--- config.mk ---
export PLATFORM = sky130hd
export DESIGN_NAME = line_follower_pid
export DESIGN_NICKNAME = d
export VERILOG_FILES = /design/src/design/lfp_pkg.sv /design/src/design/lfp_drive.sv /design/src/design/line_follower_pid.sv
export SDC_FILE = /design/constraint.sdc
export NUM_CORES = 1
export LEC_CHECK = 0
export BUFFER_PORTS_ARGS = -buffer_cell sky130_fd_sc_hd__buf_2
export CORE_MARGIN = 5
export CORE_UTILIZATION = 28
export DETAILED_ROUTE_END_ITERATION = 12
export GPL_TIMING_DRIVEN = 0
export HOLD_SLACK_MARGIN = 0.05
export PLACE_DENSITY = 0.55
export SYNTH_ARGS = -nofsm -noshare
export SYNTH_HDL_FRONTEND = slang
export SYNTH_HIERARCHICAL = 1
export SYNTH_SLANG_ARGS = --single-unit
--- constraint.sdc ---
create_clock -name clk -period 9 [get_ports clk]
set_input_delay 0.45 -clock clk [delete_from_list [all_inputs] [get_ports clk]]
set_output_delay 0.45 -clock clk [all_outputs]
set_load 0.005 [all_outputs]
--- src/design/lfp_pkg.sv ---
// ----------------------------------------------------------------------------
// lfp_pkg: shared types and constants of the line follower PID controller
// Register map, reset values, stage and gain bundles, sensor pattern decode.
// ----------------------------------------------------------------------------
package lfp_pkg;

  localparam int unsigned ADDR_W = 5;
  localparam int unsigned DATA_W = 32;

  localparam logic [2:0] REG_GAIN_P     = 3'd0;
  localparam logic [2:0] REG_GAIN_D     = 3'd1;
  localparam logic [2:0] REG_GAIN_I     = 3'd2;
  localparam logic [2:0] REG_BASE_SPEED = 3'd3;
  localparam logic [2:0] REG_MAX_SPEED  = 3'd4;

  localparam logic [7:0] GAIN_P_RESET     = 8'd30;
  localparam logic [7:0] GAIN_D_RESET     = 8'd5;
  localparam logic [7:0] GAIN_I_RESET     = 8'd0;
  localparam logic [7:0] BASE_SPEED_RESET = 8'd150;
  localparam logic [7:0] MAX_SPEED_RESET  = 8'd255;

  localparam logic signed [16:0] SUM_MAX = 17'sd32767;
  localparam logic signed [16:0] SUM_MIN = -17'sd32768;

  typedef struct packed {
    logic [7:0] gain_p;
    logic [7:0] gain_d;
    logic [7:0] gain_i;
    logic [7:0] base_speed;
    logic [7:0] max_speed;
  } gains_t;

  typedef struct packed {
    logic signed [3:0]  err;
    logic signed [4:0]  diff;
    logic signed [15:0] sum;
  } stage_t;

  typedef struct packed {
    logic              hit;
    logic signed [3:0] err;
  } map_t;

  function automatic map_t map_error(input logic [4:0] pattern);
    map_t m;
    m.hit = 1'b1;
    m.err = 4'sd0;
    unique case (pattern)
      5'b10000: m.err = 4'sd4;
      5'b11000: m.err = 4'sd3;
      5'b01000: m.err = 4'sd2;
      5'b01100: m.err = 4'sd1;
      5'b00100: m.err = 4'sd0;
      5'b00110: m.err = -4'sd1;
      5'b00010: m.err = -4'sd2;
      5'b00011: m.err = -4'sd3;
      5'b00001: m.err = -4'sd4;
      default:  m.hit = 1'b0;
    endcase
    return m;
  endfunction

endpackage

--- src/design/lfp_drive.sv ---
// ----------------------------------------------------------------------------
// lfp_drive: PID term and clamped drive values
// Forms the weighted sum of error, error change and error sum, then the
// clamped left and right drive values around the base speed.
// ----------------------------------------------------------------------------
module lfp_drive (
  input  lfp_pkg::gains_t   gains,
  input  lfp_pkg::stage_t   stage,
  output logic signed [8:0] left_drive,
  output logic signed [8:0] right_drive
);

  logic signed [8:0]  gp_s;
  logic signed [8:0]  gd_s;
  logic signed [8:0]  gi_s;
  logic signed [8:0]  base_s;
  logic signed [8:0]  lim_pos;
  logic signed [9:0]  lim_neg;
  logic signed [12:0] p_term;
  logic signed [13:0] d_term;
  logic signed [24:0] i_term;
  logic signed [26:0] term;
  logic signed [27:0] left_raw;
  logic signed [27:0] right_raw;
  logic signed [27:0] left_clamped;
  logic signed [27:0] right_clamped;

  assign gp_s    = {1'b0, gains.gain_p};
  assign gd_s    = {1'b0, gains.gain_d};
  assign gi_s    = {1'b0, gains.gain_i};
  assign base_s  = {1'b0, gains.base_speed};
  assign lim_pos = {1'b0, gains.max_speed};
  assign lim_neg = -$signed({2'b00, gains.max_speed});

  assign p_term = 13'(gp_s) * 13'(stage.err);
  assign d_term = 14'(gd_s) * 14'(stage.diff);
  assign i_term = 25'(gi_s) * 25'(stage.sum);
  assign term   = 27'(p_term) + 27'(d_term) + 27'(i_term);

  assign left_raw  = 28'(base_s) + 28'(term);
  assign right_raw = 28'(base_s) - 28'(term);

  always_comb begin
    priority if (left_raw > lim_pos) begin
      left_clamped = 28'(lim_pos);
    end else if (left_raw < lim_neg) begin
      left_clamped = 28'(lim_neg);
    end else begin
      left_clamped = left_raw;
    end
    priority if (right_raw > lim_pos) begin
      right_clamped = 28'(lim_pos);
    end else if (right_raw < lim_neg) begin
      right_clamped = 28'(lim_neg);
    end else begin
      right_clamped = right_raw;
    end
  end

  assign left_drive  = left_clamped[8:0];
  assign right_drive = right_clamped[8:0];

endmodule

--- src/design/line_follower_pid.sv ---
// Path: an accepted transaction is registered in the stage register, then in the output register that raises out_valid.
// Throughput: one transaction per cycle while the output is not stalled; the error state updates at accept.
// Reset: gains and speeds return to their defaults, error and error sum clear,
// and both pipeline stages empty.
// ----------------------------------------------------------------------------
// line_follower_pid: five-sensor line follower PID controller
// Maps a sensor sample to a position error and produces clamped drive values.
// ----------------------------------------------------------------------------
module line_follower_pid (
  input  logic                        clk,
  input  logic                        rst,
  input  logic                        in_valid,
  output logic                        in_stall,
  input  logic [4:0]                  line_sensors,
  output logic                        out_valid,
  input  logic                        out_stall,
  output logic signed [8:0]           left_drive,
  output logic signed [8:0]           right_drive,
  output logic signed [3:0]           line_error,
  input  logic                        psel,
  input  logic                        penable,
  input  logic                        pwrite,
  input  logic [lfp_pkg::ADDR_W-1:0]  paddr,
  input  logic [lfp_pkg::DATA_W-1:0]  pwdata,
  output logic [lfp_pkg::DATA_W-1:0]  prdata,
  output logic                        pready
);

  lfp_pkg::gains_t   gains;
  logic [2:0]        reg_idx;
  logic              cfg_write;

  logic signed [3:0]  last_error;
  logic signed [15:0] error_sum;
  lfp_pkg::map_t      mapped;
  logic signed [3:0]  err_next;
  logic signed [16:0] sum_wide;
  logic signed [15:0] error_sum_next;
  lfp_pkg::stage_t    stage_next;

  lfp_pkg::stage_t    stage;
  logic               stage_valid;
  logic               stage_adv;
  logic               in_accept;
  logic signed [8:0]  left_calc;
  logic signed [8:0]  right_calc;

  assign pready    = 1'b1;
  assign reg_idx   = paddr[4:2];
  assign cfg_write = psel && penable && pwrite && pready;

  always_ff @(posedge clk) begin
    if (rst) begin
      gains.gain_p     <= lfp_pkg::GAIN_P_RESET;
      gains.gain_d     <= lfp_pkg::GAIN_D_RESET;
      gains.gain_i     <= lfp_pkg::GAIN_I_RESET;
      gains.base_speed <= lfp_pkg::BASE_SPEED_RESET;
      gains.max_speed  <= lfp_pkg::MAX_SPEED_RESET;
    end else if (cfg_write) begin
      unique case (reg_idx)
        lfp_pkg::REG_GAIN_P:     gains.gain_p     <= pwdata[7:0];
        lfp_pkg::REG_GAIN_D:     gains.gain_d     <= pwdata[7:0];
        lfp_pkg::REG_GAIN_I:     gains.gain_i     <= pwdata[7:0];
        lfp_pkg::REG_BASE_SPEED: gains.base_speed <= pwdata[7:0];
        lfp_pkg::REG_MAX_SPEED:  gains.max_speed  <= pwdata[7:0];
        default: ;
      endcase
    end
  end

  always_comb begin
    unique case (reg_idx)
      lfp_pkg::REG_GAIN_P:     prdata = {24'd0, gains.gain_p};
      lfp_pkg::REG_GAIN_D:     prdata = {24'd0, gains.gain_d};
      lfp_pkg::REG_GAIN_I:     prdata = {24'd0, gains.gain_i};
      lfp_pkg::REG_BASE_SPEED: prdata = {24'd0, gains.base_speed};
      lfp_pkg::REG_MAX_SPEED:  prdata = {24'd0, gains.max_speed};
      default:                 prdata = '0;
    endcase
  end

  // advance when the next stage is empty or drains this cycle
  assign stage_adv = !out_valid || !out_stall;
  assign in_stall  = stage_valid && !stage_adv;
  assign in_accept = in_valid && !in_stall;

  assign mapped   = lfp_pkg::map_error(line_sensors);
  assign err_next = mapped.hit ? mapped.err : last_error;
  assign sum_wide = 17'(error_sum) + 17'(err_next);

  always_comb begin
    priority if (sum_wide > lfp_pkg::SUM_MAX) begin
      error_sum_next = lfp_pkg::SUM_MAX[15:0];
    end else if (sum_wide < lfp_pkg::SUM_MIN) begin
      error_sum_next = lfp_pkg::SUM_MIN[15:0];
    end else begin
      error_sum_next = sum_wide[15:0];
    end
  end

  always_comb begin
    stage_next.err  = err_next;
    stage_next.diff = 5'(err_next) - 5'(last_error);
    stage_next.sum  = error_sum;
  end

  always_ff @(posedge clk) begin
    if (rst) begin
      last_error  <= '0;
      error_sum   <= '0;
      stage_valid <= 1'b0;
    end else begin
      if (in_accept) begin
        last_error <= err_next;
        error_sum  <= error_sum_next;
      end
      if (in_accept) begin
        stage_valid <= 1'b1;
      end else if (stage_adv) begin
        stage_valid <= 1'b0;
      end
    end
  end

  always_ff @(posedge clk) begin
    if (in_accept) begin
      stage <= stage_next;
    end
  end

  lfp_drive u_drive (
    .gains       (gains),
    .stage       (stage),
    .left_drive  (left_calc),
    .right_drive (right_calc)
  );

  always_ff @(posedge clk) begin
    if (rst) begin
      out_valid <= 1'b0;
    end else if (stage_adv) begin
      out_valid <= stage_valid;
    end
  end

  always_ff @(posedge clk) begin
    if (stage_adv && stage_valid) begin
      left_drive  <= left_calc;
      right_drive <= right_calc;
      line_error  <= stage.err;
    end
  end

`ifndef SYNTH
  a_err_range: assert property (@(posedge clk) disable iff (rst)
    out_valid |-> (line_error >= -4'sd4 && line_error <= 4'sd4))
    else $error("line_error out of range");

  a_left_clamp: assert property (@(posedge clk) disable iff (rst)
    out_valid |-> ($signed({1'b0, left_drive[8] ? -left_drive : left_drive})
                   <= $signed({2'b00, gains.max_speed})))
    else $error("left_drive exceeds max_speed");

  a_hold_unmapped: assert property (@(posedge clk) disable iff (rst)
    (in_accept && !mapped.hit) |=> (last_error == $past(last_error)))
    else $error("unmapped pattern changed last_error");

  a_no_overrun: assert property (@(posedge clk) disable iff (rst)
    (stage_valid && out_valid && out_stall) |-> in_stall)
    else $error("stage overwritten while output stalled");
`endif

endmodule
==> results of run 1 <==
[layer usage]
layer	global-route usage [%]	routed length, µm
met1	18.9	22400
met5	0	0
met3	1.79	1890
met2	22.4	22300
met4	3.05	935
[logic make-up after synthesis]
kind of cell	Yosys count	synth area share (%)
muxes	42	2.39
DFF	109	15.1
and+or+nand+nor	594	16.9
xor gates and xnor gates	78	3.92
other	2	0.0427
AOI/OAI and AO/OA	370	14.5
adders and majority gates	425	38.6
buffers and inverters	364	8.56
[metrics by stage]
step	setup WS, ns	hold slack (ns)
2_1_floorplan	0.0344	0.436
6_report	0.349	0.324
5_1_grt	-0.0412	0.318
3_5_place_dp	-1.81	0.466
4_1_cts	0.00604	0.301
3_3_place_gp	-1.69	0.457
[layout by cell type, fill, tap and decap left out, drive strengths merged, types with 33 or more instances in the layout]
cell type,instances
nand2,152
nor2,143
and2,99
o21ai,72
buf,181
edfxtp,47
clkbuf,50
nand3,33
xnor2,51
ha,211
dfxtp,62
fa,199
inv,268
mux2i,41
a21oi,98
[critical path, delay by kind of cell (launching register included)]
kind | cells | cell delay [ns]
adders and majority gates | 9 | 3.96
buffers and inverters | 5 | 0.38
xor gates and xnor gates | 2 | 0.29
DFF | 1 | 0.52
and+or+nand+nor | 10 | 1.55
AOI/OAI and AO/OA | 11 | 1.69
[state kept, by name, summed over array words and instances, names as in the netlist]
| signal | flops |
|---|---|
| stage_valid | 1 |
| out_valid | 1 |
| right_drive | 9 |
| left_drive | 9 |
| gains | 40 |
| last_error | 4 |
| stage | 25 |
| error_sum | 16 |
| line_error | 4 |
[layout make-up]
class	count	area share, %
well taps	846	5.08
clock inverters	7	0.415
clock buffers	9	1.08
inverters	269	4.93
flip-flops and latches	109	12.9
multi-input cells	1534	68.3
repair buffers	132	4.57
plain buffers	90	2.77
[where the power goes]
group          switching [mW]  internal [mW]
registers              0.0499          0.608
clock network           0.206          0.199
logic                    3.17           2.51
total                    3.42           3.32
[repair_timing]
item	in CTS	in global routing
setup endpoints to repair	18	18
hold endpoints to repair	0	0
pin swaps	21	63
gates cloned	1	0
hold buffers	0	0
gates resized for setup	87	133
setup buffers	27	53
[path summary, 6_finish.rpt]
check,startpoint,end,slack [ns],cells past startpoint
setup reg to reg,stage[19],left_drive[7],0.35,37
setup / recovery,stage[19],left_drive[7],0.35,37
hold / removal,in_valid,stage_valid,0.32,3
hold reg to reg,error_sum[7],stage[7],0.48,0
==> impl_metrics.csv, run 1 <==
group,metric,value,unit
clock_network,clkLatencyLatePin,0.38,ns
final_layout,drive_above_1_share,16.9,%
timing,finClkSkew,0.0116,ns
synthesis,ys_seq_area_share,15.1,%
grt,grt_pass1_vias,14300,
synthesis,ys.flop_type,"dfxtp_1",
run,drv_cap,0,
final_layout,post-route-util,33.3,%
timing,fin_setup_tns,0,ns
synthesis,ys_warn_count,6,
detailed_routing,drt-total-wl,47500,µm
critical_path,endpoint_kind,"register",
synthesis,synth_edf_count,47,
synthesis,synthArstFlopShare,0,%
power,powerDensity,324,mW/mm²
detailed_routing,ant_nets,0,
grt,antenna_found_initial,0,
synthesis,yosys.area.top_type,"fa_1",
placement,dpl.cell_count,2905,
synthesis,syn_area_per_cell,8.87,µm²
floorplanning,io_pins,106,
final_layout,synthToLayoutAreaGrowth,18.3,%
grt,grt_pass1_wl,75500,µm
placement,place_hpwl,38500,µm
power,power,6.74,mW
timing,min_period,8.65,ns
critical_path,cp-start-kind,"register",
timing,slew_violations,0,
worst_hold_path,hp-class,"input port to register",
floorplanning,dieArea,0.0680,mm²
clock_network,cts_root_buf,"clkbuf_16",
synthesis,synth_area_leaders,"fa_1 23%, ha_1 15%, edfxtp_1 8.0%",
placement,gp_congestion,0.883,
grt,grt_start_max_net_pins,35,
synthesis,synth.distinct_cells,88,
power,peakVddDrop,0.365,mV
detailed_routing,routedWlPerCell,15.9,µm
synthesis,yosys.cell_count.top_type,"inv_1",
detailed_routing,drcViolationCount,0,
final_layout,layout.nets,2604,
timing,setup_violations,0,
power,leakage,9.56,nW
critical_path,critPathKind,"register to register",
timing,tightestPinTransition,0.898,ns
placement,io_buffer_count,50,
synthesis,ys_ff_latch,109,
final_layout,antennaDiodeCount,0,
grt,gr-usage-all-layers,13.5,%
floorplanning,die_h,261,µm
detailed_routing,avgViaCountPerCell,4.77,
timing,period_share,96.1,%
clock_network,h-tree-depth,3,
synthesis,netlist_instances,1984,
critical_path,crit_top_cell,"fa_1",
floorplanning,die_w,261,µm
critical_path,cp_slowest_stage_delay,0.55,ns
critical_path,cp_max_fo,10,
detailed_routing,drt-initial-drc-count,692,
timing,slew_headroom,39.8,%
final_layout,stdcell_count,2996,
grt,gr-total-overflow,0,
critical_path,arrival,8.78,ns
clock_network,cts_tree,"done",
run_status,status,"finished clean",
critical_path,crit_slowest_cell,"fa_1",
critical_path,cp.required,9.13,ns
floorplanning,core_area,0.0626,mm²
floorplanning,rows,92,
clock_network,path_clk_slew,0.08,ns
timing,fmax,116,MHz
synthesis,yosys.area.top_type_share,22.6,%
synthesis,syn_area,0.0176,mm²
timing,hold_viol_final,0,
final_layout,n_fill_cell,6471,
placement,placed_area,0.0191,mm²
clock_network,cts-buffers-inserted,9,
final_layout,multiInputGateArea,0.0142,mm²
synthesis,synthTopCellsByCount,"267 x inv_1, 211 x ha_1, 199 x fa_1, 152 x nand2_1, 143 x nor2_1",
detailed_routing,vias,14300,
floorplanning,initial_utilization,28.1,%
detailed_routing,first_pass_iters,7,
final_layout,seq_area,0.00268,mm²
clock_network,clockBufferDepth,2,
clock_network,clock_sinks,109,
final_layout,final_area,0.0208,mm²
(Power assumes the default switching activity.)
==> run 2: changes to the inputs <==
CORE_UTILIZATION = 45   (was 28)
PLACE_DENSITY = not set   (was 0.55)
PLACE_DENSITY_LB_ADDON = 0.25   (was not set)
==> run 2 against run 1 <==
Compared with the run above:
- clock-buffer cell count unchanged
- combinational power up 0.9%
- utilization grew 20 points
- cell area down 1.2%
- critical path depth fell by 4
- routed wire length fell by 1.8%
- critical endpoint is now right_drive[1]
- largest cell class unchanged
- largest power group unchanged
- highest routed layer unchanged
==> impl_metrics.csv, run 2 (synthesized netlist as in run 1, its figures left out) <==
group,metric,value,unit
timing,worst_slack,0.175,ns
clock_network,clkLatencyLatePin,0.37,ns
timing,fmax,113,MHz
grt,gr-usage-all-layers,21.0,%
clock_network,cts-buffers-inserted,9,
timing,slew_violations,0,
critical_path,cp_slowest_stage_delay,0.55,ns
critical_path,cp-start-kind,"register",
clock_network,cts_root_buf,"clkbuf_16",
detailed_routing,vias,14700,
floorplanning,rows,72,
floorplanning,core_area,0.0386,mm²
detailed_routing,ant_nets,0,
placement,io_buffer_count,50,
timing,slew_headroom,43.2,%
final_layout,regMostFlops,"gains",
detailed_routing,avgViaCountPerCell,5.46,
power,power,6.79,mW
floorplanning,initial_utilization,45.6,%
final_layout,drive_above_1_share,17.6,%
floorplanning,io_pins,106,
floorplanning,die_h,208,µm
final_layout,n_fill_cell,3456,
detailed_routing,drt-initial-drc-count,859,
power,leakage,9.64,nW
detailed_routing,drt-total-wl,46700,µm
critical_path,arrival,8.94,ns
clock_network,clock_sinks,109,
power,powerDensity,330,mW/mm²
timing,finClkSkew,0.0124,ns
worst_hold_path,hp-class,"input port to register",
critical_path,crit_slowest_cell,"fa_1",
worst_hold_path,holdCritStartpoint,"in_valid",
clock_network,hold_buffers,0,
grt,grt_pass1_vias,14600,
timing,setup_violations,0,
timing,fin_setup_tns,0,ns
detailed_routing,routedWlPerCell,17.4,µm
placement,gp_congestion,0.924,
placement,place_ws,-1.80,ns
final_layout,post-route-util,53.2,%
floorplanning,dieArea,0.0432,mm²
final_layout,layout.nets,2618,
detailed_routing,drcViolationCount,0,
detailed_routing,first_pass_iters,6,
grt,gr-total-overflow,0,
grt,grt_start_max_net_pins,35,
critical_path,cp_max_fo,9,
clock_network,h-tree-depth,3,
timing,hold_viol_final,0,
critical_path,cp.required,9.12,ns
critical_path,endpoint_kind,"register",
run,drv_cap,0,
run_status,status,"finished clean",
clock_network,clockBufferDepth,2,
final_layout,seq_area,0.00268,mm²
timing,period_share,98.1,%
floorplanning,die_w,208,µm
critical_path,critPathKind,"register to register",
critical_path,critPathLaunch,"stage[20]",
clock_network,cts_tree,"done",
timing,min_period,8.82,ns
final_layout,synthToLayoutAreaGrowth,16.8,%
final_layout,antennaDiodeCount,0,
clock_network,path_clk_slew,0.08,ns
final_layout,layout_commonest_cell,"inv_1",
final_layout,layout_common_cells,"265 x inv_1, 201 x ha_1, 194 x fa_1, 150 x nand2_1, 137 x nor2_1",
power,peakVddDrop,0.405,mV
grt,antenna_found_initial,0,
critical_path,r2r_start,"stage[20]",
critical_path,crit_top_cell,"fa_1",
grt,grt_pass1_wl,75900,µm
final_layout,reg.largest.list,"gains (40), stage (25), error_sum (16)",
final_layout,multiInputGateArea,0.0142,mm²
final_layout,largest_register_ffs,40,
timing,tightestPinTransition,0.853,ns
timing,holdWs,0.344,ns
placement,place_hpwl,36900,µm
run 2: worst paths after layout:
check | endpoint | cells after the start | slack [ns]
worst max-delay path | right_drive[1] | 33 | 0.18
worst min-delay path | stage_valid | 3 | 0.34
worst max register to register | right_drive[1] | 33 | 0.18
worst min register to register | stage[0] | 0 | 0.48
run 2: layer usage:
layer / global-route usage, % / vias up / part of all wire (%)
li1: - / 7029 / -
met1: 28.6 / 7154 / 43
met2: 36.0 / 403 / 49
met3: 2.55 / 71 / 5.2
met4: 4.73 / 0 / 2.6
met5: 0 / - / 0
run 2: final cells by class:
| cell class | instances | share of cell area [%] |
|---|---|---|
| plain buffers | 91 | 2.85 |
| clock buffers | 9 | 1.10 |
| clock inverters | 7 | 0.402 |
| inverters | 269 | 4.99 |
| multi-input cells | 1534 | 69.3 |
| flip-flops and latches | 109 | 13.0 |
| well taps | 518 | 3.15 |
| repair buffers | 145 | 5.21 |
run 2: metrics by stage:
| step | instance area, µm² | std cells |
|---|---|---|
| 3_5_place_dp | 18700 | 2577 |
| 6_report | 20600 | 2682 |
| 5_1_grt | 20600 | 2682 |
| 2_1_floorplan | 17700 | 2007 |
| 3_3_place_gp | 18600 | 2575 |
| 4_1_cts | 19400 | 2619 |
run 2: where the power goes:
part | internal (mW) | switching (mW) | total (mW)
sequential | 0.608 | 0.0439 | 0.652
combinational | 2.55 | 3.18 | 5.73
clock | 0.198 | 0.210 | 0.409
run 2: worst max-delay path, delay by kind of cell, from the launching register on:
family | cells | cell delay (ns)
buffers and inverters | 10 | 1.30
adder cells (fa/ha/maj) | 8 | 3.68
flip-flops | 1 | 0.42
XOR/XNOR | 1 | 0.26
AND/OR/NAND/NOR | 6 | 1.12
multiplexers | 2 | 0.33
AO/OA/AOI/OAI | 6 | 1.42
run 2: timing repair:
item                       CTS  global route
cloned                       0             2
pin swaps                   18            64
setup endpoints to repair   18            18
buffers inserted            28            63
gates resized for setup     76           153
==> run 3: changes to the inputs <==
CORE_ASPECT_RATIO = 1.4   (was not set)
==> run 3 against run 2 <==
Compared with the run above:
- sequential share of layout area up 0.083 points
- clock-buffer cell count unchanged
- highest routed layer unchanged
- via count down 1.1%
- hold slack worse by 0.0074 ns
- critical path depth up 3
- clock skew up 0.0031 ns
- cell count down 0.30%
- non-clock buffer count down 13
- cell area down 0.63%
- total power down 0.14%
- first-iteration DRC count down 35%
- largest power group unchanged
- fmax up 0.83%
==> impl_metrics.csv, run 3 (synthesized netlist as in run 1, its figures left out) <==
group,metric,value,unit
critical_path,critPathLaunch,"stage[24]",
clock_network,cts_tree,"done",
critical_path,cp.required,9.11,ns
clock_network,clockBufferDepth,2,
timing,worst_slack,0.248,ns
clock_network,hold_buffers,0,
power,power_frac_seq,9.7,%
timing,rsz0062_at_grt,"true",
detailed_routing,drt-initial-drc-count,558,
floorplanning,rows,85,
final_layout,largest_register_ffs,40,
timing,tightestPinTransition,0.840,ns
final_layout,seq_area,0.00268,mm²
timing,hold_viol_final,0,
power,p_sw,3.45,mW
clock_network,cts_root_buf,"clkbuf_16",
critical_path,reg2reg_to,"right_drive[2]",
power,leakage,9.60,nW
detailed_routing,vias,14500,
clock_network,path_clk_slew,0.09,ns
critical_path,crit_top_cell,"fa_1",
floorplanning,core_area,0.0386,mm²
grt,grt_pass1_vias,14800,
critical_path,reg2regPathDepth,36,
critical_path,rrSetupSlack,0.25,ns
detailed_routing,routedWlPerCell,17.4,µm
power,peakVddDrop,0.342,mV
final_layout,synthToLayoutAreaGrowth,16.1,%
final_layout,drive_above_1_share,17.3,%
placement,gp_congestion,0.930,
timing,finClkSkew,0.0154,ns
timing,min_period,8.75,ns
detailed_routing,avgViaCountPerCell,5.42,
critical_path,cp-start-kind,"register",
clock_network,clkLatencyLatePin,0.37,ns
final_layout,layout_commonest_cell,"inv_1",
run_status,status,"finished clean",
placement,place_ws,-2.02,ns
floorplanning,dieArea,0.0432,mm²
detailed_routing,drt-total-wl,46500,µm
floorplanning,io_pins,106,
final_layout,final_area,0.0204,mm²
final_layout,layout_common_cells,"261 x inv_1, 202 x ha_1, 192 x fa_1, 147 x nand2_1, 136 x nor2_1",
timing,setup_violations,0,
final_layout,n_fill_cell,3532,
grt,antenna_found_initial,0,
run,drv_cap,0,
grt,gr-total-overflow,0,
grt,grt_start_max_net_pins,35,
power,pwr-share-comb,83.7,%
timing,period_share,97.2,%
placement,placed_area,0.0187,mm²
detailed_routing,ant_nets,0,
placement,io_buffer_count,50,
worst_hold_path,hp-class,"input port to register",
critical_path,critPathKind,"register to register",
critical_path,cp_max_fo,5,
floorplanning,die_h,244,µm
clock_network,h-tree-depth,3,
timing,fmax,114,MHz
power,powerDensity,332,mW/mm²
critical_path,crit_slowest_cell,"fa_1",
critical_path,endpoint_kind,"register",
timing,slew_violations,0,
detailed_routing,drcViolationCount,0,
power,p_sw_share,50.9,%
final_layout,multiInputGateArea,0.0142,mm²
floorplanning,die_w,177,µm
critical_path,crit_end,"right_drive[2]",
timing,slew_headroom,43.7,%
placement,place_hpwl,37800,µm
final_layout,reg.largest.list,"gains (40), stage (25), error_sum (16)",
critical_path,r2r_start,"stage[24]",
critical_path,cp_slowest_stage_delay,0.53,ns
power,internal_power,3.33,mW
final_layout,regMostFlops,"gains",
floorplanning,initial_utilization,45.6,%
critical_path,arrival,8.86,ns
grt,grt_pass1_wl,74300,µm
clock_network,clock_sinks,109,
clock_network,cts-buffers-inserted,9,
power,clkPwrFrac,6.6,%
final_layout,layout.nets,2605,
detailed_routing,first_pass_iters,5,
grt,gr-usage-all-layers,21.1,%
## run 3: changes by cell type in the layout (fill, tap and decap cells not counted), moves of 3 or more
cell	before	now
clkbuf_2	2	6
o21ai_0	43	47
buf_6	7	11
nand2_1	150	147
dfxtp_2	1	4
inv_2	1	5
inv_1	265	261
buf_4	116	98
## run 3: area by class of cell
class                   count  area share, %
inverters                 269           5.02
clock buffers               9           1.10
diodes                      1         0.0122
repair buffers            134           4.81
plain buffers              89           2.79
well taps                 522           3.20
flip-flops and latches    109           13.1
clock inverters             7          0.502
multi-input cells        1534           69.5
## run 3: through the flow
step | setup TNS [ns] | std cells | hold slack (ns) | power [mW] | util [%]
after global routing | -0.638 | 2673 | 0.364 | 7.41 | 52.9
after CTS | 0 | 2625 | 0.336 | 6.09 | 50.5
after detailed placement | -32.30 | 2581 | 0.451 | 5.24 | 48.3
final | 0 | 2674 | 0.337 | 6.78 | 52.9
after floorplan | 0 | 2007 | 0.436 | 4.11 | -
after global placement | -30.06 | 2579 | 0.455 | 5.13 | 48.2
## run 3: worst min-delay path by stage
stage	start	endpoint	slack, ns	cells after the start
after detailed placement	error_sum[7]	stage[7]	0.45	0
after global routing	in_valid	stage_valid	0.36	3
after CTS	in_valid	stage_valid	0.34	3
final	in_valid	stage_valid	0.34	3
after global placement	error_sum[7]	stage[7]	0.45	0
after floorplan	error_sum[15]	stage[15]	0.44	0
## run 3: timing repair
| action | CTS | global route |
|---|---|---|
| gates cloned | 1 | 1 |
| gates resized for setup | 84 | 148 |
| setup endpoints to repair | 18 | 18 |
| pin swaps | 20 | 66 |
| buffers inserted | 29 | 51 |
## run 3: routing by layer
metal	global-route usage, %	share of wire [%]	vias up
met5	0	0	-
met2	40.5	54	335
met3	1.73	2.9	83
li1	-	-	7007
met1	24.5	40	7069
met4	6.58	3.1	0
## run 3: power groups by stage
stage	clock network [mW]	logic, mW	registers (mW)
after global placement	0	4.45	0.679
after global routing	0.481	6.26	0.662
final	0.451	5.67	0.656
after CTS	0.456	4.97	0.658
after detailed placement	0	4.56	0.680
after floorplan	0	3.45	0.658
## run 3: critical path: cells and delay by family, from the launching register on
family | cells | cell delay (ns)
AOI/OAI and AO/OA | 8 | 1.40
xor gates and xnor gates | 2 | 0.31
adders and majority gates | 9 | 3.73
buffers and inverters | 10 | 1.26
DFF | 1 | 0.41
muxes | 1 | 0.21
and+or+nand+nor | 6 | 1.14
